## config.mk

```make
export PLATFORM = sky130hd
export DESIGN_NAME = palette_gradient_color
export DESIGN_NICKNAME = d
export VERILOG_FILES = /design/src/rtl/pgc_pkg.sv /design/src/rtl/pgc_front.sv /design/src/rtl/pgc_task_queue.sv /design/src/rtl/pgc_back.sv /design/src/rtl/palette_gradient_color.sv
export VERILOG_INCLUDE_DIRS = /design/src /design/src/rtl
export SDC_FILE = /design/constraint.sdc
export NUM_CORES = 2
export LEC_CHECK = 0
export BUFFER_PORTS_ARGS = -buffer_cell sky130_fd_sc_hd__clkbuf_2
export CORE_MARGIN = 8
export CORE_UTILIZATION = 55
export DETAILED_ROUTE_END_ITERATION = 8
export PLACE_DENSITY_LB_ADDON = 0.05
export SETUP_SLACK_MARGIN = 0.2
export SLEW_MARGIN = 15
export SYNTH_ARGS = -nofsm -noshare
export SYNTH_HDL_FRONTEND = slang
export SYNTH_SLANG_ARGS = --single-unit
```

## constraint.sdc

```tcl
create_clock -name clk_i -period 9.75 [get_ports clk_i]
set_input_delay 1.95 -clock clk_i [delete_from_list [all_inputs] [get_ports clk_i]]
set_output_delay 1.95 -clock clk_i [all_outputs]
set_load 0.02 [all_outputs]
```

## src/rtl/palette_gradient_color_macros.svh

```systemverilog
// Assertion macros used by the palette gradient colour top level.
`ifndef PALETTE_GRADIENT_COLOR_MACROS_SVH
`define PALETTE_GRADIENT_COLOR_MACROS_SVH

// Check a property on every rising edge once reset is released
`define PGC_ASSERT(lbl, prop, msg) \
  lbl: assert property (@(posedge clk_i) disable iff (!rst_ni) prop) else $error(msg);

// Check a property on every rising edge, reset included
`define PGC_ASSERT_ALWAYS(lbl, prop, msg) \
  lbl: assert property (@(posedge clk_i) prop) else $error(msg);

`endif

```

## src/rtl/pgc_pkg.sv

```systemverilog
// Shared types and constants of the palette gradient colour block.
package pgc_pkg;

  localparam int SPAN_W    = 8;
  localparam int POS_W     = 8;
  localparam int CH_W      = 8;
  localparam int NUM_CH    = 3;
  localparam int NUM_STOPS = 4;
  localparam int RGB_W     = NUM_CH * CH_W;
  localparam int CFG_IDX_W = 3;

  // Segment length is span / 3, done as span * 171 >> 9 (exact for spans below 512)
  localparam int SEG_W       = 7;
  localparam int OFF_W       = 7;
  localparam int SEG_RECIP   = 171;
  localparam int SEG_SHIFT   = 9;
  localparam int SEG_PROD_W  = 16;

  // Magnitude of the channel step times the offset, and the divider layout
  localparam int PROD_W     = CH_W + OFF_W;
  localparam int DSH_W      = PROD_W + 1;
  localparam int QUO_W      = CH_W;
  localparam int BPS        = 2;
  localparam int DIV_STAGES = QUO_W / BPS;
  localparam int PIPE_DEPTH = DIV_STAGES + 1;

  // Queues
  localparam int TQ_DEPTH = 2;
  localparam int TQ_PTR_W = 1;
  localparam int TQ_CNT_W = 2;
  localparam int OQ_DEPTH = 8;
  localparam int OQ_PTR_W = 3;
  localparam int OQ_CNT_W = 4;

  typedef enum logic [CFG_IDX_W-1:0] {
    REG_SPAN  = 3'd0,
    REG_STOP0 = 3'd1,
    REG_STOP1 = 3'd2,
    REG_STOP2 = 3'd3,
    REG_STOP3 = 3'd4
  } cfg_reg_e;

  // Channel 2 is red, 1 green, 0 blue
  typedef logic [NUM_CH-1:0][CH_W-1:0] rgb_t;

  typedef struct packed {
    logic [SPAN_W-1:0]        span;
    rgb_t [NUM_STOPS-1:0]     stop;
  } cfg_t;

  localparam logic [SPAN_W-1:0] SPAN_RST  = 8'd125;
  localparam rgb_t              STOP0_RST = 24'hE73900;
  localparam rgb_t              STOP1_RST = 24'hE78C00;
  localparam rgb_t              STOP2_RST = 24'hE7E100;
  localparam rgb_t              STOP3_RST = 24'hE73900;

  localparam cfg_t CFG_RST = '{
    span: SPAN_RST,
    stop: {STOP3_RST, STOP2_RST, STOP1_RST, STOP0_RST}
  };

  // One classified item handed from the front to the back
  typedef struct packed {
    logic                        pass;
    rgb_t                        base;
    logic [NUM_CH-1:0]           neg;
    logic [NUM_CH-1:0][CH_W-1:0] mag;
    logic [OFF_W-1:0]            off;
    logic [SEG_W-1:0]            seg;
  } task_t;

  typedef struct packed {
    logic busy;
    logic stalled;
  } front_stat_t;

  typedef struct packed {
    logic [OQ_CNT_W-1:0] occupancy;
    logic                issue;
  } back_stat_t;

endpackage

```

## src/rtl/pgc_front.sv

```systemverilog
// Front end: takes a position, finds its segment and offset, classifies it.
module pgc_front import pgc_pkg::*; (
  input  logic              clk_i,
  input  logic              rst_ni,
  input  cfg_t              cfg_i,
  input  logic              push_i,
  input  logic [POS_W-1:0]  position_i,
  output logic              full_o,
  output task_t             task_o,
  output logic              task_valid_o,
  input  logic              task_ready_i,
  output front_stat_t       stat_o
);

  logic [SEG_PROD_W-1:0] seg_prod;
  logic [SEG_W-1:0]      seg;
  logic [SEG_W:0]        seg2;
  logic [SEG_W+1:0]      seg3;
  logic [POS_W:0]        pos_ext;
  logic [POS_W-1:0]      off_full;
  logic [1:0]            sec;
  logic [1:0]            sec_next;
  rgb_t                  from_rgb;
  rgb_t                  to_rgb;
  task_t                 task_d;
  task_t                 task_q;
  logic                  tv_q;
  logic                  accept;

  // Segment length and its multiples
  assign seg_prod = SEG_PROD_W'(cfg_i.span) * SEG_PROD_W'(SEG_RECIP);
  assign seg      = seg_prod[SEG_SHIFT +: SEG_W];
  assign seg2     = {seg, 1'b0};
  assign seg3     = {1'b0, seg2} + {2'b00, seg};
  assign pos_ext  = {1'b0, position_i};

  // Pick the segment and the offset inside it
  always_comb begin
    priority if (pos_ext < {2'b00, seg}) begin
      sec      = 2'd0;
      off_full = position_i;
    end else if (pos_ext < {1'b0, seg2}) begin
      sec      = 2'd1;
      off_full = position_i - {1'b0, seg};
    end else begin
      sec      = 2'd2;
      off_full = position_i - seg2;
    end
  end

  assign sec_next = sec + 2'd1;
  assign from_rgb = cfg_i.stop[sec];
  assign to_rgb   = cfg_i.stop[sec_next];

  // Build the task: past the last segment or a zero segment reads the last stop
  always_comb begin
    task_d.pass = (seg == '0) || ({1'b0, pos_ext} >= {1'b0, seg3});
    task_d.base = task_d.pass ? cfg_i.stop[NUM_STOPS-1] : from_rgb;
    task_d.off  = off_full[OFF_W-1:0];
    task_d.seg  = seg;
    for (int c = 0; c < NUM_CH; c++) begin
      task_d.neg[c] = to_rgb[c] < from_rgb[c];
      task_d.mag[c] = task_d.neg[c] ? (from_rgb[c] - to_rgb[c]) : (to_rgb[c] - from_rgb[c]);
    end
  end

  // Hold the stage while the queue is full
  assign full_o = tv_q && !task_ready_i;
  assign accept = push_i && !full_o;

  always_ff @(posedge clk_i or negedge rst_ni) begin
    if (!rst_ni) begin
      tv_q <= 1'b0;
    end else if (accept) begin
      tv_q <= 1'b1;
    end else if (task_ready_i) begin
      tv_q <= 1'b0;
    end
  end

  always_ff @(posedge clk_i) begin
    if (accept) begin
      task_q <= task_d;
    end
  end

  assign task_o         = task_q;
  assign task_valid_o   = tv_q;
  assign stat_o.busy    = tv_q;
  assign stat_o.stalled = full_o;

endmodule

```

## src/rtl/pgc_task_queue.sv

```systemverilog
// Short queue of classified items between the front and the back.
module pgc_task_queue import pgc_pkg::*; (
  input  logic  clk_i,
  input  logic  rst_ni,
  input  logic  push_i,
  input  task_t data_i,
  output logic  full_o,
  input  logic  pop_i,
  output task_t data_o,
  output logic  empty_o
);

  task_t               mem_q [TQ_DEPTH];
  logic [TQ_PTR_W-1:0] wr_ptr_q;
  logic [TQ_PTR_W-1:0] rd_ptr_q;
  logic [TQ_CNT_W-1:0] cnt_q;
  logic [TQ_CNT_W-1:0] cnt_d;
  logic                wr_en;
  logic                rd_en;

  assign full_o  = cnt_q == TQ_CNT_W'(TQ_DEPTH);
  assign empty_o = cnt_q == '0;
  assign wr_en   = push_i && !full_o;
  assign rd_en   = pop_i && !empty_o;
  assign data_o  = mem_q[rd_ptr_q];

  // Track the fill level
  always_comb begin
    cnt_d = cnt_q;
    if (wr_en && !rd_en) begin
      cnt_d = cnt_q + 1'b1;
    end else if (rd_en && !wr_en) begin
      cnt_d = cnt_q - 1'b1;
    end
  end

  always_ff @(posedge clk_i or negedge rst_ni) begin
    if (!rst_ni) begin
      wr_ptr_q <= '0;
      rd_ptr_q <= '0;
      cnt_q    <= '0;
    end else begin
      cnt_q <= cnt_d;
      if (wr_en) begin
        wr_ptr_q <= wr_ptr_q + 1'b1;
      end
      if (rd_en) begin
        rd_ptr_q <= rd_ptr_q + 1'b1;
      end
    end
  end

  // Store the transfer
  always_ff @(posedge clk_i) begin
    if (wr_en) begin
      mem_q[wr_ptr_q] <= data_i;
    end
  end

endmodule

```

## src/rtl/pgc_back.sv

```systemverilog
// Back end: multiply, pipelined divide, blend and the result queue.
module pgc_back import pgc_pkg::*; (
  input  logic              clk_i,
  input  logic              rst_ni,
  input  task_t             task_i,
  input  logic              task_valid_i,
  output logic              task_pop_o,
  input  logic              pop_i,
  output logic              empty_o,
  output logic [CH_W-1:0]   red_o,
  output logic [CH_W-1:0]   green_o,
  output logic [CH_W-1:0]   blue_o,
  output back_stat_t        stat_o
);

  typedef struct packed {
    logic                          pass;
    rgb_t                          base;
    logic [NUM_CH-1:0]             neg;
    logic [SEG_W-1:0]              seg;
    logic [NUM_CH-1:0][PROD_W-1:0] rem;
    logic [NUM_CH-1:0][QUO_W-1:0]  quo;
  } div_t;

  div_t                st_q [PIPE_DEPTH];
  div_t                st_d [PIPE_DEPTH];
  logic [PIPE_DEPTH-1:0] v_q;
  rgb_t                color;
  rgb_t                oq_mem_q [OQ_DEPTH];
  logic [OQ_PTR_W-1:0] oq_wr_q;
  logic [OQ_PTR_W-1:0] oq_rd_q;
  logic [OQ_CNT_W-1:0] oq_cnt_q;
  logic [OQ_CNT_W-1:0] oq_cnt_d;
  logic [OQ_CNT_W-1:0] occupancy;
  logic                issue;
  logic                oq_wr;
  logic                oq_rd;

  // Count items in flight plus waiting results, and issue only with room left
  always_comb begin
    occupancy = oq_cnt_q;
    for (int s = 0; s < PIPE_DEPTH; s++) begin
      occupancy = occupancy + OQ_CNT_W'(v_q[s]);
    end
  end

  assign issue      = task_valid_i && (occupancy < OQ_CNT_W'(OQ_DEPTH));
  assign task_pop_o = issue;

  always_comb begin : div_steps
    logic [DSH_W-1:0] dsh;
    int               bit_idx;
    dsh     = '0;
    bit_idx = 0;
    // Stage 0: step magnitude times offset
    st_d[0].pass = task_i.pass;
    st_d[0].base = task_i.base;
    st_d[0].neg  = task_i.neg;
    st_d[0].seg  = task_i.seg;
    st_d[0].quo  = '0;
    for (int c = 0; c < NUM_CH; c++) begin
      st_d[0].rem[c] = PROD_W'(task_i.mag[c]) * PROD_W'(task_i.off);
    end
    // Divide stages: resolve two quotient bits each by restoring subtraction
    for (int k = 1; k < PIPE_DEPTH; k++) begin
      st_d[k] = st_q[k-1];
      for (int b = 0; b < BPS; b++) begin
        bit_idx = QUO_W - 1 - (k - 1) * BPS - b;
        dsh     = DSH_W'(st_q[k-1].seg) << bit_idx;
        for (int c = 0; c < NUM_CH; c++) begin
          if ({1'b0, st_d[k].rem[c]} >= dsh) begin
            st_d[k].rem[c]          = st_d[k].rem[c] - dsh[PROD_W-1:0];
            st_d[k].quo[c][bit_idx] = 1'b1;
          end
        end
      end
    end
  end

  // Advance the pipeline every cycle
  always_ff @(posedge clk_i or negedge rst_ni) begin
    if (!rst_ni) begin
      v_q <= '0;
    end else begin
      v_q <= {v_q[PIPE_DEPTH-2:0], issue};
    end
  end

  always_ff @(posedge clk_i) begin
    for (int s = 0; s < PIPE_DEPTH; s++) begin
      st_q[s] <= st_d[s];
    end
  end

  // Blend: start plus or minus the truncated quotient, or the base alone for a pass item
  always_comb begin
    for (int c = 0; c < NUM_CH; c++) begin
      if (st_q[PIPE_DEPTH-1].pass) begin
        color[c] = st_q[PIPE_DEPTH-1].base[c];
      end else if (st_q[PIPE_DEPTH-1].neg[c]) begin
        color[c] = st_q[PIPE_DEPTH-1].base[c] - st_q[PIPE_DEPTH-1].quo[c];
      end else begin
        color[c] = st_q[PIPE_DEPTH-1].base[c] + st_q[PIPE_DEPTH-1].quo[c];
      end
    end
  end

  // Result queue
  assign oq_wr   = v_q[PIPE_DEPTH-1];
  assign empty_o = oq_cnt_q == '0;
  assign oq_rd   = pop_i && !empty_o;

  always_comb begin
    oq_cnt_d = oq_cnt_q;
    if (oq_wr && !oq_rd) begin
      oq_cnt_d = oq_cnt_q + 1'b1;
    end else if (oq_rd && !oq_wr) begin
      oq_cnt_d = oq_cnt_q - 1'b1;
    end
  end

  always_ff @(posedge clk_i or negedge rst_ni) begin
    if (!rst_ni) begin
      oq_wr_q  <= '0;
      oq_rd_q  <= '0;
      oq_cnt_q <= '0;
    end else begin
      oq_cnt_q <= oq_cnt_d;
      if (oq_wr) begin
        oq_wr_q <= oq_wr_q + 1'b1;
      end
      if (oq_rd) begin
        oq_rd_q <= oq_rd_q + 1'b1;
      end
    end
  end

  always_ff @(posedge clk_i) begin
    if (oq_wr) begin
      oq_mem_q[oq_wr_q] <= color;
    end
  end

  assign red_o   = oq_mem_q[oq_rd_q][2];
  assign green_o = oq_mem_q[oq_rd_q][1];
  assign blue_o  = oq_mem_q[oq_rd_q][0];

  assign stat_o.occupancy = occupancy;
  assign stat_o.issue     = issue;

endmodule

```

## src/rtl/palette_gradient_color.sv

```systemverilog
// Top level of the four-stop palette gradient colour block.
//
//   channel   handshake           payload
//   input     push / full         position_i
//   result    pop / empty         red_o, green_o, blue_o
//   config    cfg_we_i            cfg_idx_i, cfg_wdata_i
//
// One item per cycle sustained while results are popped; a result becomes poppable
// after the front stage, task queue, multiply and four two-bit divide stages.
// The divide pipeline never stalls; issue from the task queue waits for room
// in the eight-entry result queue, so a stalled result side fills the task
// queue and then raises full. Reset clears all queues and loads the default
// palette and span.
module palette_gradient_color import pgc_pkg::*; (
  input  logic                 clk_i,
  input  logic                 rst_ni,
  input  logic                 push,
  output logic                 full,
  input  logic [POS_W-1:0]     position_i,
  output logic                 empty,
  input  logic                 pop,
  output logic [CH_W-1:0]      red_o,
  output logic [CH_W-1:0]      green_o,
  output logic [CH_W-1:0]      blue_o,
  input  logic                 cfg_we_i,
  input  logic [CFG_IDX_W-1:0] cfg_idx_i,
  input  logic [RGB_W-1:0]     cfg_wdata_i
);

`include "palette_gradient_color_macros.svh"

  cfg_t        cfg_q;
  task_t       front_task;
  logic        front_valid;
  logic        tq_full;
  task_t       tq_task;
  logic        tq_empty;
  logic        tq_pop;
  front_stat_t front_stat;
  back_stat_t  back_stat;

  // Configuration registers; unknown indexes are dropped
  always_ff @(posedge clk_i or negedge rst_ni) begin
    if (!rst_ni) begin
      cfg_q <= CFG_RST;
    end else if (cfg_we_i) begin
      unique case (cfg_reg_e'(cfg_idx_i))
        REG_SPAN:  cfg_q.span    <= cfg_wdata_i[SPAN_W-1:0];
        REG_STOP0: cfg_q.stop[0] <= cfg_wdata_i;
        REG_STOP1: cfg_q.stop[1] <= cfg_wdata_i;
        REG_STOP2: cfg_q.stop[2] <= cfg_wdata_i;
        REG_STOP3: cfg_q.stop[3] <= cfg_wdata_i;
        default: ;
      endcase
    end
  end

  pgc_front u_front (
    .clk_i        (clk_i),
    .rst_ni       (rst_ni),
    .cfg_i        (cfg_q),
    .push_i       (push),
    .position_i   (position_i),
    .full_o       (full),
    .task_o       (front_task),
    .task_valid_o (front_valid),
    .task_ready_i (!tq_full),
    .stat_o       (front_stat)
  );

  pgc_task_queue u_task_queue (
    .clk_i   (clk_i),
    .rst_ni  (rst_ni),
    .push_i  (front_valid),
    .data_i  (front_task),
    .full_o  (tq_full),
    .pop_i   (tq_pop),
    .data_o  (tq_task),
    .empty_o (tq_empty)
  );

  pgc_back u_back (
    .clk_i        (clk_i),
    .rst_ni       (rst_ni),
    .task_i       (tq_task),
    .task_valid_i (!tq_empty),
    .task_pop_o   (tq_pop),
    .pop_i        (pop),
    .empty_o      (empty),
    .red_o        (red_o),
    .green_o      (green_o),
    .blue_o       (blue_o),
    .stat_o       (back_stat)
  );

  // Results in flight never exceed the result queue
  `PGC_ASSERT_ALWAYS(a_occupancy_bound, (back_stat.occupancy <= OQ_CNT_W'(OQ_DEPTH)), "result queue overbooked")
  // An accepted transfer occupies the front stage next cycle
  `PGC_ASSERT(a_accept_lands, (push && !full) |=> front_stat.busy, "accepted item lost at front")
  // A waiting result implies the back has it booked
  `PGC_ASSERT(a_result_booked, !empty |-> (back_stat.occupancy != '0), "result without booking")
  // Issue only from a non-empty task queue
  `PGC_ASSERT(a_issue_has_task, back_stat.issue |-> !tq_empty, "issue from empty task queue")
  // A stalled front always holds an item
  `PGC_ASSERT(a_stall_holds, front_stat.stalled |-> front_stat.busy, "front stalled while idle")

endmodule
```

==> flow_summary.yaml <==
status:
  outcome: "complete, no violations"
setup_path:
  cp_top_family: "compound AO/OA/AOI/OAI gates"
  crit_type: "reg2reg"
  crit_buf_inv: 5
  worstPathArrival_ns: 9.34
  critPathSlowestCell: "dfstp_2"
  cp-start-kind: "flip-flop"
  required_ns: 10.12
  slowest_delay_ns: 0.57
  cp_max_fo: 46
  crit_path_end_kind: "flip-flop"
global_routing:
  grt_pass1_vias: 30102
  grt_pass1_wl_um: 163000
  antenna_found_initial: 4
  grtUsageTotal_pct: 20.6
  grt_max_degree: 70
  overflow: 0
clocking:
  htreeDepth: 3
  cts-root-buf: "clkbuf_16"
  cts_setup_buffers: 0
  cts_hold_buf: 0
  cts_tree: "done"
  ctsResizeCount: 0
  cts.sinks: 922
  worstSkewPairLatency_ns: 0.68
  clkTransAtPathRegs_ns: 0.07
  cts_made_buffers: 95
  cts_buffer_depth: 3
drt:
  ant_nets: 0
  initialDrtViolationCount: 1683
  wl_um: 102000
  route.vias.total: 30192
  wl_per_cell_um: 18.3
  dr.pass1.iters: 5
  drt-vias-per-instance: 5.41
  drc: 0
min_path:
  hold_path_class: "reg2reg"
floorplanning:
  io_pins: 66
  fp.dieArea_um2: 97900
  initial_core_util_pct: 55.2
  coreArea_um2: 87800
  placementRows: 109
  dieWidth_um: 313
  die_y_um: 313
sta:
  finalHoldViolations: 0
  finalSetupViolCount: 0
  fin_crit_sh_pct: 92.0
  rsz0062_at_grt: "false"
  max_freq_ghz: 0.111
  tightest_slew_ns: 1.09
  fin_crit_ns: 8.97
  finClkSkew_ns: 0.0637
  slew_violations: 0
  fin_tns_setup_ns: 0
  relSlewSlack_pct: 26.5
finish:
  register_area_um2: 23000
  nNetsFinal: 4907
  multi_input_area_um2: 23600
  drive_gt1_share_pct: 15.3
  areaGrowthSynthToFinish_pct: 10.6
  final.fill_count: 7144
yosys:
  synth_async_sr_flop_share_pct: 13.4
  syn_area_per_cell_um2: 11.5
  yosysSeqAreaShare_pct: 47.5
  synthesis.nets: 4806
  synth-seq-cells: 922
  ys_top_cells_by_count: "dfxtp_1 (408), ha_1 (403), edfxtp_1 (390)"
  synth_area_um2: 48500
  yosys.area.top_type_share_pct: 24.2
  yosysWarningCount: 0
  synth_ff_type: "dfxtp_1"
  synth_edf_count: 390
  synth_cell_types: 89
  synth_most_common_cell: "dfxtp_1"
  synthTopCellsByArea: "edfxtp_1 (24%), dfxtp_1 (17%), ha_1 (10%)"
  syn_inst: 4228
  synth_top_area_cell: "edfxtp_1"
placement:
  gp_congestion: 0.865
  hpwlAfterDp_um: 74800
  port_buffers: 65
flow_run:
  max-cap-violations: 0
## placed cells by master (no fill, tap or decap), types with 19 or more instances in the layout
| master | n |
|---|---|
| a31oi_1 | 23 |
| o21bai_1 | 24 |
| and2_1 | 24 |
| mux2_2 | 238 |
| nand2b_1 | 62 |
| nand4_1 | 38 |
| a21o_1 | 83 |
| mux4_2 | 48 |
| a21oi_1 | 221 |
| xnor2_1 | 165 |
| buf_4 | 46 |
| ha_1 | 403 |
| dfrtp_1 | 76 |
| mux2i_1 | 107 |
| nand3_1 | 34 |
| inv_1 | 380 |
| fa_1 | 135 |
| edfxtp_1 | 390 |
| a211oi_1 | 19 |
| o31ai_1 | 37 |
| nor2_1 | 281 |
| nand2_1 | 274 |
| nor2b_1 | 64 |
| xor2_1 | 65 |
| nor3_1 | 38 |
| clkbuf_16 | 101 |
| dfxtp_1 | 408 |
| dfstp_2 | 45 |
| o21ai_0 | 192 |
| clkinv_2 | 20 |
| a21boi_0 | 24 |
| clkbuf_2 | 64 |
## metal layers
layer	global-route usage (%)	wire length [um]	vias up	part of all wire (%)
met1	28.3	48000	14494	47
met2	33.9	47400	472	46
li1	-	-	15078	-
met4	5.83	2670	4	2.6
met5	0	27	-	0.026
met3	3.27	4100	144	4.0
## logic make-up (layout without fill, tap and decap cells)
logic type	after synthesis	after routing	synth area share, %
muxes	396	396	10.0
xor gates and xnor gates	230	230	4.15
DFF	922	922	47.5
adders and majority gates	541	541	16.0
other	0	1	0
and+or+nand+nor	938	938	9.36
buffers and inverters	491	675	3.93
AOI/OAI and AO/OA	710	710	8.99
## sequential cells by signal, indices dropped and copies added, names as in the netlist, 2 cells and up
name and flops:
u_back.st_q 408, u_back.oq_mem_q 192, u_task_queue.mem_q 132, cfg_q 104
u_front.task_o 66, u_back.v_q 5, u_back.oq_cnt_q 4, u_back.oq_rd_q 3
u_back.oq_wr_q 3, u_task_queue.cnt_q 2
## final timing paths
| kind | start | to | slack [ns] | depth (start not counted) |
|---|---|---|---|---|
| min in group asynchronous | rst_ni | u_back.oq_rd_q[2]$_DFFE_PN0P_ | 1.30 | 1 |
| worst max register to register | cfg_q[99]$_DFFE_PN1P_ | u_front.task_o[36]$_DFFE_PP_ | 0.78 | 32 |
| worst max-delay path | cfg_q[99]$_DFFE_PN1P_ | u_front.task_o[36]$_DFFE_PP_ | 0.78 | 32 |
| worst min register to register | u_back.st_q[0][333]$_DFF_P_ | u_back.st_q[0][437]$_DFF_P_ | 0.27 | 0 |
| max in group asynchronous | rst_ni | cfg_q[20]$_DFFE_PN0P_ | 6.99 | 2 |
| worst min-delay path | u_back.st_q[0][333]$_DFF_P_ | u_back.st_q[0][437]$_DFF_P_ | 0.27 | 0 |
## final cells by class
cell class | count | area share (%)
Antenna cell | 1 | 0.00467
Clock buffer | 128 | 5.15
Clock inverter | 52 | 1.13
Inverter | 385 | 2.71
Multi-Input combinational cell | 2815 | 44.1
Sequential cell | 922 | 43.0
Tap cell | 1165 | 2.72
Timing Repair Buffer | 110 | 1.24
## per-stage QoR
stage	setup slack [ns]	cell area, um2	hold WS, ns	std cells	util (%)
2_1_floorplan	1.15	48500	0.310	4228	-
3_3_place_gp	1.09	50200	0.310	5397	57.2
3_5_place_dp	0.962	50200	0.312	5397	57.2
4_1_cts	0.820	53600	0.261	5577	61.1
5_1_grt	0.204	53600	0.261	5577	61.1
6_report	0.779	53600	0.270	5578	61.1
Power is not shown: default switching activity piles up to over one toggle a cycle in this logic, so the estimate is an artifact.
